<file path="src/sv/scr_pkg.sv">
// ----------------------------------------------------------------------------
// scr_pkg: shared types and constants for the switch change reporter
// Opcodes, field widths, controller states and the command/status bundles
// exchanged between the controller and the datapath.
// ----------------------------------------------------------------------------
`default_nettype none

package scr_pkg;

    // Fixed payload field widths
    localparam int LEVEL_W = 16;
    localparam int CHAN_W  = 4;
    localparam int COUNT_W = 3;

    // Item opcodes
    localparam logic OP_SAMPLE = 1'b0;
    localparam logic OP_SCAN   = 1'b1;

    // Controller states
    typedef enum logic [1:0] {
        S_IDLE,
        S_SCAN,
        S_FLUSH
    } t_state;

    // Controller to datapath commands
    typedef struct packed {
        logic load_sample;  // latch levels of enabled channels
        logic start_scan;   // clear the per-scan report count
        logic step;         // examine the channel under the cursor
        logic flush;        // push the final result of the item
    } t_cmd;

    // Datapath to controller status
    typedef struct packed {
        logic slot_free;    // output register can take a result this cycle
        logic scan_done;    // current step ends the scan
    } t_stat;

endpackage

`default_nettype wire

</file>
<file path="src/sv/scr_if.sv">
// ----------------------------------------------------------------------------
// scr_if: channel interfaces for the switch change reporter
// Item input channel, result output channel and configuration write channel,
// each with valid/ready handshake.
// ----------------------------------------------------------------------------
`default_nettype none

interface scr_in_if;
    import scr_pkg::*;
    logic               valid;
    logic               ready;
    logic               opcode;
    logic [LEVEL_W-1:0] levels;

    modport source (output valid, output opcode, output levels, input ready);
    modport sink   (input valid, input opcode, input levels, output ready);
endinterface

interface scr_out_if;
    import scr_pkg::*;
    logic               valid;
    logic               ready;
    logic               has_report;
    logic [CHAN_W-1:0]  channel;
    logic               pressed;
    logic [COUNT_W-1:0] report_count;
    logic               last;
    logic [LEVEL_W-1:0] switch_states;

    modport source (output valid, output has_report, output channel, output pressed,
                    output report_count, output last, output switch_states,
                    input ready);
    modport sink   (input valid, input has_report, input channel, input pressed,
                    input report_count, input last, input switch_states,
                    output ready);
endinterface

interface scr_cfg_if;
    import scr_pkg::*;
    logic               valid;
    logic               ready;
    logic [LEVEL_W-1:0] channel_enable;

    modport source (output valid, output channel_enable, input ready);
    modport sink   (input valid, input channel_enable, output ready);
endinterface

`default_nettype wire

</file>
<file path="src/sv/scr_ctrl.sv">
// ----------------------------------------------------------------------------
// scr_ctrl: sequencing controller for the switch change reporter
// Accepts one item at a time, steps a scan one channel per cycle while the
// output register can take a result, and schedules the final result push.
// ----------------------------------------------------------------------------
`default_nettype none

module scr_ctrl
    import scr_pkg::*;
(
    input  wire   i_clk,
    input  wire   i_rst_n,
    input  wire   i_item_valid,
    input  wire   i_item_opcode,
    input  t_stat i_stat,
    output logic  o_item_ready,
    output t_cmd  o_cmd
);

    t_state r_state;
    t_state n_state;

    // State register
    always_ff @(posedge i_clk) begin
        if (!i_rst_n) begin
            r_state <= S_IDLE;
        end else begin
            r_state <= n_state;
        end
    end

    // Next state and commands
    always_comb begin
        n_state      = r_state;
        o_cmd        = '0;
        o_item_ready = 1'b0;
        unique case (r_state)
            S_IDLE: begin
                o_item_ready = 1'b1;
                if (i_item_valid) begin
                    if (i_item_opcode == OP_SAMPLE) begin
                        o_cmd.load_sample = 1'b1;
                        n_state           = S_FLUSH;
                    end else begin
                        o_cmd.start_scan = 1'b1;
                        n_state          = S_SCAN;
                    end
                end
            end
            S_SCAN: begin
                // one channel per cycle, only while a push can land
                if (i_stat.slot_free) begin
                    o_cmd.step = 1'b1;
                    if (i_stat.scan_done) begin
                        n_state = S_FLUSH;
                    end
                end
            end
            S_FLUSH: begin
                if (i_stat.slot_free) begin
                    o_cmd.flush = 1'b1;
                    n_state     = S_IDLE;
                end
            end
            default: begin
                n_state = S_IDLE;
            end
        endcase
    end

endmodule

`default_nettype wire

</file>
<file path="src/sv/scr_datapath.sv">
// ----------------------------------------------------------------------------
// scr_datapath: level storage, scan cursor and result register
// Holds latched and reported levels, the channel enable register, one
// pending report and the output result register.
// ----------------------------------------------------------------------------
`default_nettype none

module scr_datapath
    import scr_pkg::*;
#(
    parameter int CHANNELS    = 16,
    parameter int MAX_REPORTS = 4
) (
    input  wire                i_clk,
    input  wire                i_rst_n,
    input  wire  [LEVEL_W-1:0] i_levels,
    input  wire                i_cfg_valid,
    input  wire  [LEVEL_W-1:0] i_cfg_data,
    input  t_cmd               i_cmd,
    output t_stat              o_stat,
    scr_out_if.source          o_result
);

    localparam int CW   = $clog2(CHANNELS);
    localparam int CNTW = $clog2(MAX_REPORTS + 1);

    logic [CHANNELS-1:0] r_enable;
    logic [CHANNELS-1:0] r_cur;
    logic [CHANNELS-1:0] r_rep;
    logic [CW-1:0]       r_cursor;
    logic [CNTW-1:0]     r_count;

    logic                r_pend_valid;
    logic [CHAN_W-1:0]   r_pend_chan;
    logic                r_pend_pressed;
    logic [COUNT_W-1:0]  r_pend_count;

    logic                r_out_valid;
    logic                r_out_has;
    logic [CHAN_W-1:0]   r_out_chan;
    logic                r_out_pressed;
    logic [COUNT_W-1:0]  r_out_count;
    logic                r_out_last;
    logic [LEVEL_W-1:0]  r_out_states;

    logic [CHANNELS-1:0] lv_ext;
    logic [CHANNELS-1:0] en_ext;
    logic [LEVEL_W-1:0]  states;
    logic [CHAN_W-1:0]   cursor_chan;
    logic [COUNT_W-1:0]  count_inc_out;
    logic [CNTW-1:0]     count_inc;
    logic                at_end;
    logic                hit;
    logic                slot_free;
    logic                push_pend;

    // Width adaptation between the fixed fields and the channel count
    generate
        if (CHANNELS > LEVEL_W) begin : g_wide
            assign lv_ext = {{(CHANNELS - LEVEL_W){1'b0}}, i_levels};
            assign en_ext = {{(CHANNELS - LEVEL_W){1'b0}}, i_cfg_data};
        end else begin : g_narrow
            assign lv_ext = i_levels[CHANNELS-1:0];
            assign en_ext = i_cfg_data[CHANNELS-1:0];
        end
        if (CHANNELS >= LEVEL_W) begin : g_st_wide
            assign states = r_cur[LEVEL_W-1:0];
        end else begin : g_st_narrow
            assign states = {{(LEVEL_W - CHANNELS){1'b0}}, r_cur};
        end
        if (CW >= CHAN_W) begin : g_ch_wide
            assign cursor_chan = r_cursor[CHAN_W-1:0];
        end else begin : g_ch_narrow
            assign cursor_chan = {{(CHAN_W - CW){1'b0}}, r_cursor};
        end
        if (CNTW >= COUNT_W) begin : g_cnt_wide
            assign count_inc_out = count_inc[COUNT_W-1:0];
        end else begin : g_cnt_narrow
            assign count_inc_out = {{(COUNT_W - CNTW){1'b0}}, count_inc};
        end
    endgenerate

    // Scan step decode
    assign count_inc = r_count + 1'b1;
    assign at_end    = (r_cursor == CW'(CHANNELS - 1));
    assign hit       = r_enable[r_cursor] && (r_cur[r_cursor] != r_rep[r_cursor]);
    assign slot_free = !r_out_valid || o_result.ready;
    assign push_pend = i_cmd.step && hit && r_pend_valid;

    assign o_stat.slot_free = slot_free;
    assign o_stat.scan_done = at_end || (hit && (count_inc == CNTW'(MAX_REPORTS)));

    // Enable register, latched and reported levels, cursor and count
    always_ff @(posedge i_clk) begin
        if (!i_rst_n) begin
            r_enable <= '0;
            r_cur    <= '1;
            r_rep    <= '1;
            r_cursor <= '0;
            r_count  <= '0;
        end else begin
            if (i_cfg_valid) begin
                r_enable <= en_ext;
            end
            if (i_cmd.load_sample) begin
                r_cur <= (r_cur & ~r_enable) | (lv_ext & r_enable);
            end
            if (i_cmd.start_scan) begin
                r_count <= '0;
            end
            if (i_cmd.step) begin
                r_cursor <= at_end ? '0 : r_cursor + 1'b1;
                if (hit) begin
                    r_rep[r_cursor] <= r_cur[r_cursor];
                    r_count         <= count_inc;
                end
            end
        end
    end

    // Pending report: held until the next report or the end of the scan
    always_ff @(posedge i_clk) begin
        if (!i_rst_n) begin
            r_pend_valid <= 1'b0;
        end else if (i_cmd.step && hit) begin
            r_pend_valid <= 1'b1;
        end else if (i_cmd.flush) begin
            r_pend_valid <= 1'b0;
        end
    end

    always_ff @(posedge i_clk) begin
        if (i_cmd.step && hit) begin
            r_pend_chan    <= cursor_chan;
            r_pend_pressed <= !r_cur[r_cursor];
            r_pend_count   <= count_inc_out;
        end
    end

    // Output result register
    always_ff @(posedge i_clk) begin
        if (!i_rst_n) begin
            r_out_valid <= 1'b0;
        end else if (push_pend || i_cmd.flush) begin
            r_out_valid <= 1'b1;
        end else if (o_result.ready) begin
            r_out_valid <= 1'b0;
        end
    end

    always_ff @(posedge i_clk) begin
        if (push_pend || (i_cmd.flush && r_pend_valid)) begin
            r_out_has     <= 1'b1;
            r_out_chan    <= r_pend_chan;
            r_out_pressed <= r_pend_pressed;
            r_out_count   <= r_pend_count;
            r_out_last    <= i_cmd.flush;
            r_out_states  <= states;
        end else if (i_cmd.flush) begin
            r_out_has     <= 1'b0;
            r_out_chan    <= '0;
            r_out_pressed <= 1'b0;
            r_out_count   <= '0;
            r_out_last    <= 1'b1;
            r_out_states  <= states;
        end
    end

    assign o_result.valid         = r_out_valid;
    assign o_result.has_report    = r_out_has;
    assign o_result.channel       = r_out_chan;
    assign o_result.pressed       = r_out_pressed;
    assign o_result.report_count  = r_out_count;
    assign o_result.last          = r_out_last;
    assign o_result.switch_states = r_out_states;

endmodule

`default_nettype wire

</file>
<file path="src/sv/switch_change_reporter.sv">
// ----------------------------------------------------------------------------
// switch_change_reporter: change-of-state scanner for switch channels
// Latches sampled switch levels and reports level changes per channel.
// ----------------------------------------------------------------------------
// Usage:
//   i_item carries one transaction per item: opcode sample latches the levels
//   of enabled channels, opcode scan walks the channels from a saved cursor
//   to the last one and reports each changed enabled channel, up to MAX_REPORTS per scan.
//   o_result delivers one transaction per report (or one empty result for a
//   sample or a scan without changes); last marks the final one of an item.
//   i_cfg writes the channel enable register; it is always ready, and the user must
//   write it only while the block is idle; the block itself does not enforce it.
//   A sample passes from IDLE to FLUSH, which pushes its result into the
//   output register. A scan visits one channel per cycle while the output
//   register can take a result, and FLUSH pushes its final result once the
//   scan ends.
//   Items are taken one at a time; the next one is accepted as soon as the
//   final result sits in the output register, even if it is not yet taken.
//   Reset sets all latched and reported levels high, the cursor to zero and
//   the enable register to zero. When the receiver stalls, the scan holds
//   and the output register keeps its transaction unchanged.
// ----------------------------------------------------------------------------
`default_nettype none

module switch_change_reporter
    import scr_pkg::*;
#(
    parameter int CHANNELS    = 16,
    parameter int MAX_REPORTS = 4
) (
    input  wire       i_clk,
    input  wire       i_rst_n,
    scr_in_if.sink    i_item,
    scr_out_if.source o_result,
    scr_cfg_if.sink   i_cfg
);

    t_cmd  cmd;
    t_stat stat;
    logic  item_ready;

    assign i_item.ready = item_ready;
    assign i_cfg.ready  = 1'b1;

    scr_ctrl u_ctrl (
        .i_clk         (i_clk),
        .i_rst_n       (i_rst_n),
        .i_item_valid  (i_item.valid),
        .i_item_opcode (i_item.opcode),
        .i_stat        (stat),
        .o_item_ready  (item_ready),
        .o_cmd         (cmd)
    );

    scr_datapath #(
        .CHANNELS    (CHANNELS),
        .MAX_REPORTS (MAX_REPORTS)
    ) u_datapath (
        .i_clk       (i_clk),
        .i_rst_n     (i_rst_n),
        .i_levels    (i_item.levels),
        .i_cfg_valid (i_cfg.valid),
        .i_cfg_data  (i_cfg.channel_enable),
        .i_cmd       (cmd),
        .o_stat      (stat),
        .o_result    (o_result)
    );

endmodule

`default_nettype wire

</file>
<file path="src/flat_wrapper.sv">
// flat-port wrapper written by rule: the top's interface ports become plain ports
module switch_change_reporter_flat import scr_pkg::*;
#(
    parameter int CHANNELS    = 16,
    parameter int MAX_REPORTS = 4
)
  (i_clk, i_rst_n, i_item_valid, i_item_opcode, i_item_levels, i_item_ready, o_result_valid, o_result_has_report, o_result_channel, o_result_pressed, o_result_report_count, o_result_last, o_result_switch_states, o_result_ready, i_cfg_valid, i_cfg_channel_enable, i_cfg_ready);
  scr_in_if i_item_i ();
  scr_out_if o_result_i ();
  scr_cfg_if i_cfg_i ();
  input  wire i_clk;
  input  wire i_rst_n;
  input wire logic [$bits(i_item_i.valid)-1:0] i_item_valid;
  input wire logic [$bits(i_item_i.opcode)-1:0] i_item_opcode;
  input wire logic [$bits(i_item_i.levels)-1:0] i_item_levels;
  output wire logic [$bits(i_item_i.ready)-1:0] i_item_ready;
  output wire logic [$bits(o_result_i.valid)-1:0] o_result_valid;
  output wire logic [$bits(o_result_i.has_report)-1:0] o_result_has_report;
  output wire logic [$bits(o_result_i.channel)-1:0] o_result_channel;
  output wire logic [$bits(o_result_i.pressed)-1:0] o_result_pressed;
  output wire logic [$bits(o_result_i.report_count)-1:0] o_result_report_count;
  output wire logic [$bits(o_result_i.last)-1:0] o_result_last;
  output wire logic [$bits(o_result_i.switch_states)-1:0] o_result_switch_states;
  input wire logic [$bits(o_result_i.ready)-1:0] o_result_ready;
  input wire logic [$bits(i_cfg_i.valid)-1:0] i_cfg_valid;
  input wire logic [$bits(i_cfg_i.channel_enable)-1:0] i_cfg_channel_enable;
  output wire logic [$bits(i_cfg_i.ready)-1:0] i_cfg_ready;
  assign i_item_i.valid = i_item_valid;
  assign i_item_i.opcode = i_item_opcode;
  assign i_item_i.levels = i_item_levels;
  assign i_item_ready = i_item_i.ready;
  assign o_result_valid = o_result_i.valid;
  assign o_result_has_report = o_result_i.has_report;
  assign o_result_channel = o_result_i.channel;
  assign o_result_pressed = o_result_i.pressed;
  assign o_result_report_count = o_result_i.report_count;
  assign o_result_last = o_result_i.last;
  assign o_result_switch_states = o_result_i.switch_states;
  assign o_result_i.ready = o_result_ready;
  assign i_cfg_i.valid = i_cfg_valid;
  assign i_cfg_i.channel_enable = i_cfg_channel_enable;
  assign i_cfg_ready = i_cfg_i.ready;
  switch_change_reporter #(.CHANNELS(CHANNELS), .MAX_REPORTS(MAX_REPORTS)) u_core (.i_clk(i_clk), .i_rst_n(i_rst_n), .i_item(i_item_i), .o_result(o_result_i), .i_cfg(i_cfg_i));
endmodule
</file>
<file path="config.mk">
export PLATFORM = sky130hd
export DESIGN_NAME = switch_change_reporter_flat
export DESIGN_NICKNAME = d
export VERILOG_FILES = /design/src/sv/scr_pkg.sv /design/src/sv/scr_if.sv /design/src/sv/scr_ctrl.sv /design/src/sv/scr_datapath.sv /design/src/sv/switch_change_reporter.sv /design/src/flat_wrapper.sv
export SDC_FILE = /design/constraint.sdc
export NUM_CORES = 1
export LEC_CHECK = 0
export BUFFER_PORTS_ARGS = -buffer_cell sky130_fd_sc_hd__buf_2
export CORE_MARGIN = 3
export CORE_UTILIZATION = 42
export DETAILED_ROUTE_END_ITERATION = 8
export HOLD_SLACK_MARGIN = 0.06
export PLACE_DENSITY = 0.68
export REMOVE_ABC_BUFFERS = 1
export SLEW_MARGIN = 10
export SYNTH_ARGS = -nofsm -noshare
export SYNTH_HDL_FRONTEND = slang
export SYNTH_SLANG_ARGS = --single-unit
export TNS_END_PERCENT = 100
</file>
<file path="constraint.sdc">
create_clock -name i_clk -period 4.35 [get_ports i_clk]
set_input_delay 0.6525 -clock i_clk [delete_from_list [all_inputs] [get_ports i_clk]]
set_output_delay 0.6525 -clock i_clk [all_outputs]
set_load 0.05 [all_outputs]
</file>
== Word-level counts from Yosys, hierarchy flattened ==
Cells that the tools add are included.

* Flip-flop bits (word level): 93
* Input port bits: 38
* Word-level logic and storage cells: 92

* $add $sub $neg: 2
* $lt $le $gt $ge: 2
* Eq/ne operators: 9
* Multiplexer cells: 40
* Bitwise logic cells: 4
* Reduce and logical (&&, ||, !) cells: 18

{| class="wikitable"
|+ Operators by type and width
! cell !! count
|-
| $and A16 B16 Y16 || 2
|-
| $mux W16 || 2
|-
| $mux W1 || 17
|-
| $bwmux W16 || 1
|-
| $not A16 Y16 || 1
|-
| $or A16 B16 Y16 || 1
|-
| $mux W3 || 5
|-
| $mux W2 || 7
|-
| $bmux W1 S4 || 3
|-
| $mux W4 || 3
|-
| $logic_and A1 B1 Y1 || 6
|-
| $ne A2 B2 Y1 const B || 3
|-
| $pmux W2 S3 || 1
|-
| $reduce_bool A2 Y1 || 3
|-
| $lt A4 B5 Y1 const B || 1
|-
| $add A4 B1 Y4 const B || 1
|-
| $demux W1 S4 || 1
|-
| $eq A4 B4 Y1 const B || 1
|-
| $ge A4 B1 Y1 const B || 1
|-
| $logic_or A1 B1 Y1 || 4
|-
| $reduce_and A4 Y1 || 1
|-
| $add A3 B1 Y3 const B || 1
|-
| $eq A3 B3 Y1 const B || 1
|-
| $eq A2 B1 Y1 const B || 1
|-
| other kinds (6) || 7
|}

== Logic depth before layout (Yosys ltp) ==
* Depth after elaboration: 9
* Gate-level depth with buffers: 9
* Depth with buffers taken out: 6

== Modules after synthesis ==
A second synthesis with hierarchy kept.

* Cells, all modules: 362
* Area total of the unflattened synthesis: 4,036.4 µm²

{| class="wikitable"
|+ By module, submodules not included
! module !! instances !! cells an instance !! area each (µm²) !! sequential area each (µm²)
|-
| scr_datapath || 1 || 347 || 3,893.7 || 2,152.1
|-
| scr_ctrl || 1 || 13 || 131.4 || 40.0
|-
| switch_change_reporter || 1 || 2 || 11.3 || 0.0
|}

== Least setup slack after synthesis ==
No wires, ideal clock.

* Kind: flip-flop to flip-flop
* Start point: register u_core.u_datapath.r_cursor[0] (netlist: u_core.u_datapath.cursor_chan[0])
* End point: register u_core.u_datapath.r_out_chan[0] (netlist: u_core.u_datapath.o_result.channel[0]) (enable)
* Library setup time: 0.380 ns
* Arrival: 2.515 ns
* Required time: 3.970 ns
* Slack: 1.455 ns
* Stages on the path, launching flop included: 10
* Buffers on the path: 3
* Cell sequence: dfxtp_1 -> buf_6 -> buf_6 -> mux4_2 -> a22oi_1 -> nand2_1 -> xnor2_2 -> buf_4 -> a31oi_1 -> inv_1

* Cells in the longest elaborated chain, start to end: 8
* Elaborated cells on any way between the ends: 12

{| class="wikitable"
|+ Ends and longest elaborated chain
! element !! line !! RTL
|-
| from (decl) || scr_datapath.sv:30 || <nowiki>logic [CW-1:0] r_cursor;</nowiki>
|-
| from (signal assigned) || scr_datapath.sv:112 || <nowiki>r_cursor <= at_end ? '0 : r_cursor + 1'b1;</nowiki>
|-
| $bmux W1 S4 || scr_datapath.sv:86 || <nowiki>assign hit = r_enable[r_cursor] && (r_cur[r_cursor] != r_rep[r_cursor]);</nowiki>
|-
| $mux W1 (not written as such) || scr_datapath.sv:86 ||
|-
| $ne A1 B1 Y1 || scr_datapath.sv:86 ||
|-
| $logic_and A1 B1 Y1 * || scr_datapath.sv:86 ||
|-
| $logic_and A1 B1 Y1 * (2 in series) || scr_datapath.sv:88 || <nowiki>assign push_pend = i_cmd.step && hit && r_pend_valid;</nowiki>
|-
| $logic_or A1 B1 Y1 * || scr_datapath.sv:152 || <nowiki>if (push_pend || (i_cmd.flush && r_pend_valid)) begin</nowiki>
|-
| $reduce_bool A2 Y1 (no line) * || -- ||
|-
| to (signal assigned) || scr_datapath.sv:154 || <nowiki>r_out_chan <= r_pend_chan;</nowiki>
|-
| to (decl) || scr_datapath.sv:40 || <nowiki>logic [CHAN_W-1:0] r_out_chan;</nowiki>
|}

Every way passes the cells marked *; elsewhere a longest branch is shown, timed or not. The select of a mux whose other input is x is not followed.
A chain may end at the register's enable or synchronous reset.

== Worst setup path after layout ==
* Start point: register u_core.u_datapath.r_cursor[1] (netlist: u_core.u_datapath.cursor_chan[1])
* End point: register u_core.u_datapath.r_out_states[13] (netlist: u_core.u_datapath.o_result.switch_states[13]) (enable)

* Cells in the longest elaborated chain, start to end: 8
* Elaborated cells on any way between the ends: 12

{| class="wikitable"
|+ Ends and longest elaborated chain
! element !! line !! RTL
|-
| $bmux W1 S4 || scr_datapath.sv:86 ||
|-
| $mux W1 (not written as such) || scr_datapath.sv:86 ||
|-
| $ne A1 B1 Y1 || scr_datapath.sv:86 ||
|-
| $logic_and A1 B1 Y1 * || scr_datapath.sv:86 ||
|-
| $logic_and A1 B1 Y1 * (2 in series) || scr_datapath.sv:88 ||
|-
| $logic_or A1 B1 Y1 * || scr_datapath.sv:152 ||
|-
| $reduce_bool A2 Y1 (no line) * || -- ||
|-
| to (signal assigned) || scr_datapath.sv:158 || <nowiki>r_out_states <= states;</nowiki>
|-
| to (signal assigned) || scr_datapath.sv:165 || <nowiki>r_out_states <= states;</nowiki>
|-
| to (decl) || scr_datapath.sv:44 || <nowiki>logic [LEVEL_W-1:0] r_out_states;</nowiki>
|}

Marks and branches as above.

==> impl_results.md <==
- Worst hold margin: 0.468 ns
- Post-CTS Setup Bufs: 0
- Share of the synthesized area in the top cell type: 0.290
- Critical Path, Cell by Cell: mux4_2 > a22o_1 > a221oi_4 > nor3_2 > a31oi_1 > inv_1 > buf_4
- Net switching power: approximately 0.00043 W
- Internal: 0.00127 W
- Final setup fails: 0
- CTS Root Cell: clkbuf_8
- Max cap viols: 0
- Sw frac: 0.253
- EDFF count, synth: 33
- Fin crit period: around 3.3 ns
- Placed cells: 542
- CP startpoint: u_core.u_datapath.cursor_chan[1]
- CP endpoint: u_core.u_datapath.o_result.switch_states[13]
- Max Root-Sink Buffers: 2
- Fmax: between 0.3 and 0.4 GHz
- Worst-margin pin slew: around 1.0 ns
- # resized after CTS: 0
- Yosys Warn Count: 0
- GRT overflow: 0
- CTS H-Tree Depth: 3
- Area Growth Syn to Fin: 14.8%
- Number of global-route vias before repair: between 2,000 and 3,000
- Final Max Slew Viols: 0
- Hold WC Path Type: reg2reg
- Register area share after synthesis: 0.530
- Setup WS post-layout: between 1 and 1.5 ns
- Worst setup EP type: flop
- DR pass1 iterations: 5
- Num CTS Buffers: 9
- Drt via density: between 5 and 6
- Compound-cell area share of the yosys netlist: 0.0917
- Fraction of registers with async set/reset: 0
- Layout cells sized above 1: 0.247
- Reg2reg end: u_core.u_datapath.o_result.switch_states[13]
- Tcrit/Tclk final: 0.757
- Final total power: 0.00169 W
- Post-Synth XOR/XNOR Area: 0.00605
- Drt total wl: 8360 um
- Synth Flop Type: dfxtp_1
- Initial Util: 0.439
- Synthesized instance count: approximately 370
- Worst Reg-to-Reg Cells: 7
- Non-filler cells, final: 558
- Worst r2r src: u_core.u_datapath.cursor_chan[1]
- Slew HR: 0.314
- Worst skew pair latency: 0.36 ns
- CP peak stage delay: roughly 0.84 ns
- Core area: ~0.0094 mm^2
- Die H: between 100 and 150 um
- Most common cell in the netlist: dfxtp_1
- Worst vdd ir: 0.293 mV
- Pwr dens: roughly 360 mW/mm^2
- Gr usage total: 0.155
- Fillers: 834
- Status: completed
- Initial antenna violation count: 0
- HPWL Detailed: about 5900 um
- Hold Vio Cnt, Final: 0
- Hold buffer count at CTS: 0
- Number of port buffers: 65
- CTS tree: done
- Antenna cells: 0
- FF-to-FF setup slack: 1.06 ns
- IO Pins: 67
- Most instantiated cells after synthesis: dfxtp_1, nor2b_1, edfxtp_1
- Largest family of logic cells by synthesized area: simple AND/OR/NAND/NOR gates
- Syn Area/Cell: approximately 11 um^2
- Residual DRC: 0
- Synth area leaders: dfxtp_1, edfxtp_1, mux2i_1, mux4_2, nor2b_1
- Pre-CTS setup slack: approximately 1.2 ns
- Largest net degree at the start of global routing: 63
- Nets: roughly 470
- Drt wl/cell: between 10 and 15 um
- Yosys top cell by area: dfxtp_1
- Worst-path fanout max: 25
- Slowest library cell on the worst path: dfxtp_1
- Leakage: 1.78 nW
- Comb pwr share: 0.087
- Worst EP arrival: approximately 3.3 ns
- Startpoint Class: flop
- Routed Antenna Nets: 0
- CP required: between 4 and 5 ns
- Initial DRC count: between 150 and 200
- FF+latch count, synth: 93
- Num Clock Sinks: 93
- Simple-gate portion of the synthesized area: 0.174
- Synth cell types: 50
- Reg clk slew, reported paths: 0.09 ns
- Die area: roughly 0.011 mm^2
- RSZ-0062 raised after global routing: false
- Fin Setup TNS: 0 ns
- Clock network power share: 0.358
- Setup Skew: ~0.015 ns
- Site row count: 35
- Die W: 105 um
- Gp weighted congestion: 0.850
- Via count: a little under 3,000
- First-pass GRT wire length: roughly 14,000 um
- Post-synthesis adder-cell area fraction: 0.0181
- Multiplexer share of the synthesized area: 0.140
- Flop pwr share: 0.555
- CP Class: reg2reg
- Netlist Area Pre-Place: just over 0.004 mm^2
## metrics by stage
step / utilization / instance area, um^2
2_1_floorplan: - / 4010
3_3_place_gp: 0.482 / 4530
3_5_place_dp: 0.482 / 4530
4_1_cts: 0.504 / 4750
5_1_grt: 0.504 / 4750
6_report: 0.504 / 4750
## cell families (layout without fill, tap and decap cells)
| kind of cell | count (synthesis) | after routing |
|---|---|---|
| compound gates | 59 | 59 |
| fa+ha+maj | 6 | 6 |
| buf+inv | 35 | 95 |
| mux | 43 | 43 |
| other cells | 1 | 1 |
| flops | 93 | 93 |
| simple gates | 130 | 130 |
| xor+xnor | 2 | 2 |
## power by group through the flow
stage,logic [W],registers [W],clock network (W)
after floorplan,0.0000699,0.000981,0
after global placement,0.000145,0.000960,0
after detailed placement,0.000149,0.000960,0
after CTS,0.000149,0.000940,0.000622
after global routing,0.000160,0.000944,0.000663
final,0.000148,0.000940,0.000606
## worst max-delay path: cells and delay by family, from the launching register on
kind | cells | cell delay [ns]
buffers and inverters | 2 | 0.43
muxes | 1 | 0.35
DFF | 1 | 0.84
and+or+nand+nor | 1 | 0.82
AOI/OAI and AO/OA | 3 | 0.51
## cell type report
cell class	count	area, um^2	share of cell area
sequential	93	2190	0.462
multi-input combinational	241	1790	0.377
timing repair buffer	69	355	0.0749
tap	129	161	0.0340
clock buffer	10	138	0.0290
clock inverter	6	75.1	0.0158
inverter	10	37.5	0.00791
## cell usage in the layout (no fill, tap or decap), drive strengths merged, types with 2 or more instances in the layout
cell and count:
a21boi 2, a21o 2, a21oi 19, a22o 3
a22oi 2, and2 5, buf 69, clkbuf 10
dfxtp 60, edfxtp 33, ha 6, inv 13
mux2i 31, mux4 12, nand2 31, nand2b 2
nand4 15, nor2 21, nor2b 34, nor3 2
nor3b 12, o21ai 20, o221ai 3
## how the worst min path moves through the flow
stage,depth (start not counted),to,slack [ns],start
6_report,0,u_core.u_datapath.o_result.switch_states[1],0.47,flop
5_1_grt,0,u_core.u_datapath.o_result.switch_states[1],0.48,flop
4_1_cts,0,u_core.u_datapath.o_result.switch_states[0],0.47,flop
3_5_place_dp,0,u_core.u_datapath.o_result.switch_states[1],0.45,flop
3_3_place_gp,0,u_core.u_datapath.o_result.switch_states[2],0.45,flop
2_1_floorplan,1,u_core.u_datapath.r_rep[15],0.42,u_core.u_datapath.r_rep[15]
## per-layer routing
metal  vias to the layer above  part of all wire  track usage  wire length, um
li1                       1431                 -            -                -
met1                      1366              0.46        0.214             3860
met2                        90              0.46        0.235             3870
met3                        13             0.058       0.0398              484
met4                         0             0.016       0.0544              136
met5                         -                 0            0                0
Power figures use the tool's default switching activity.
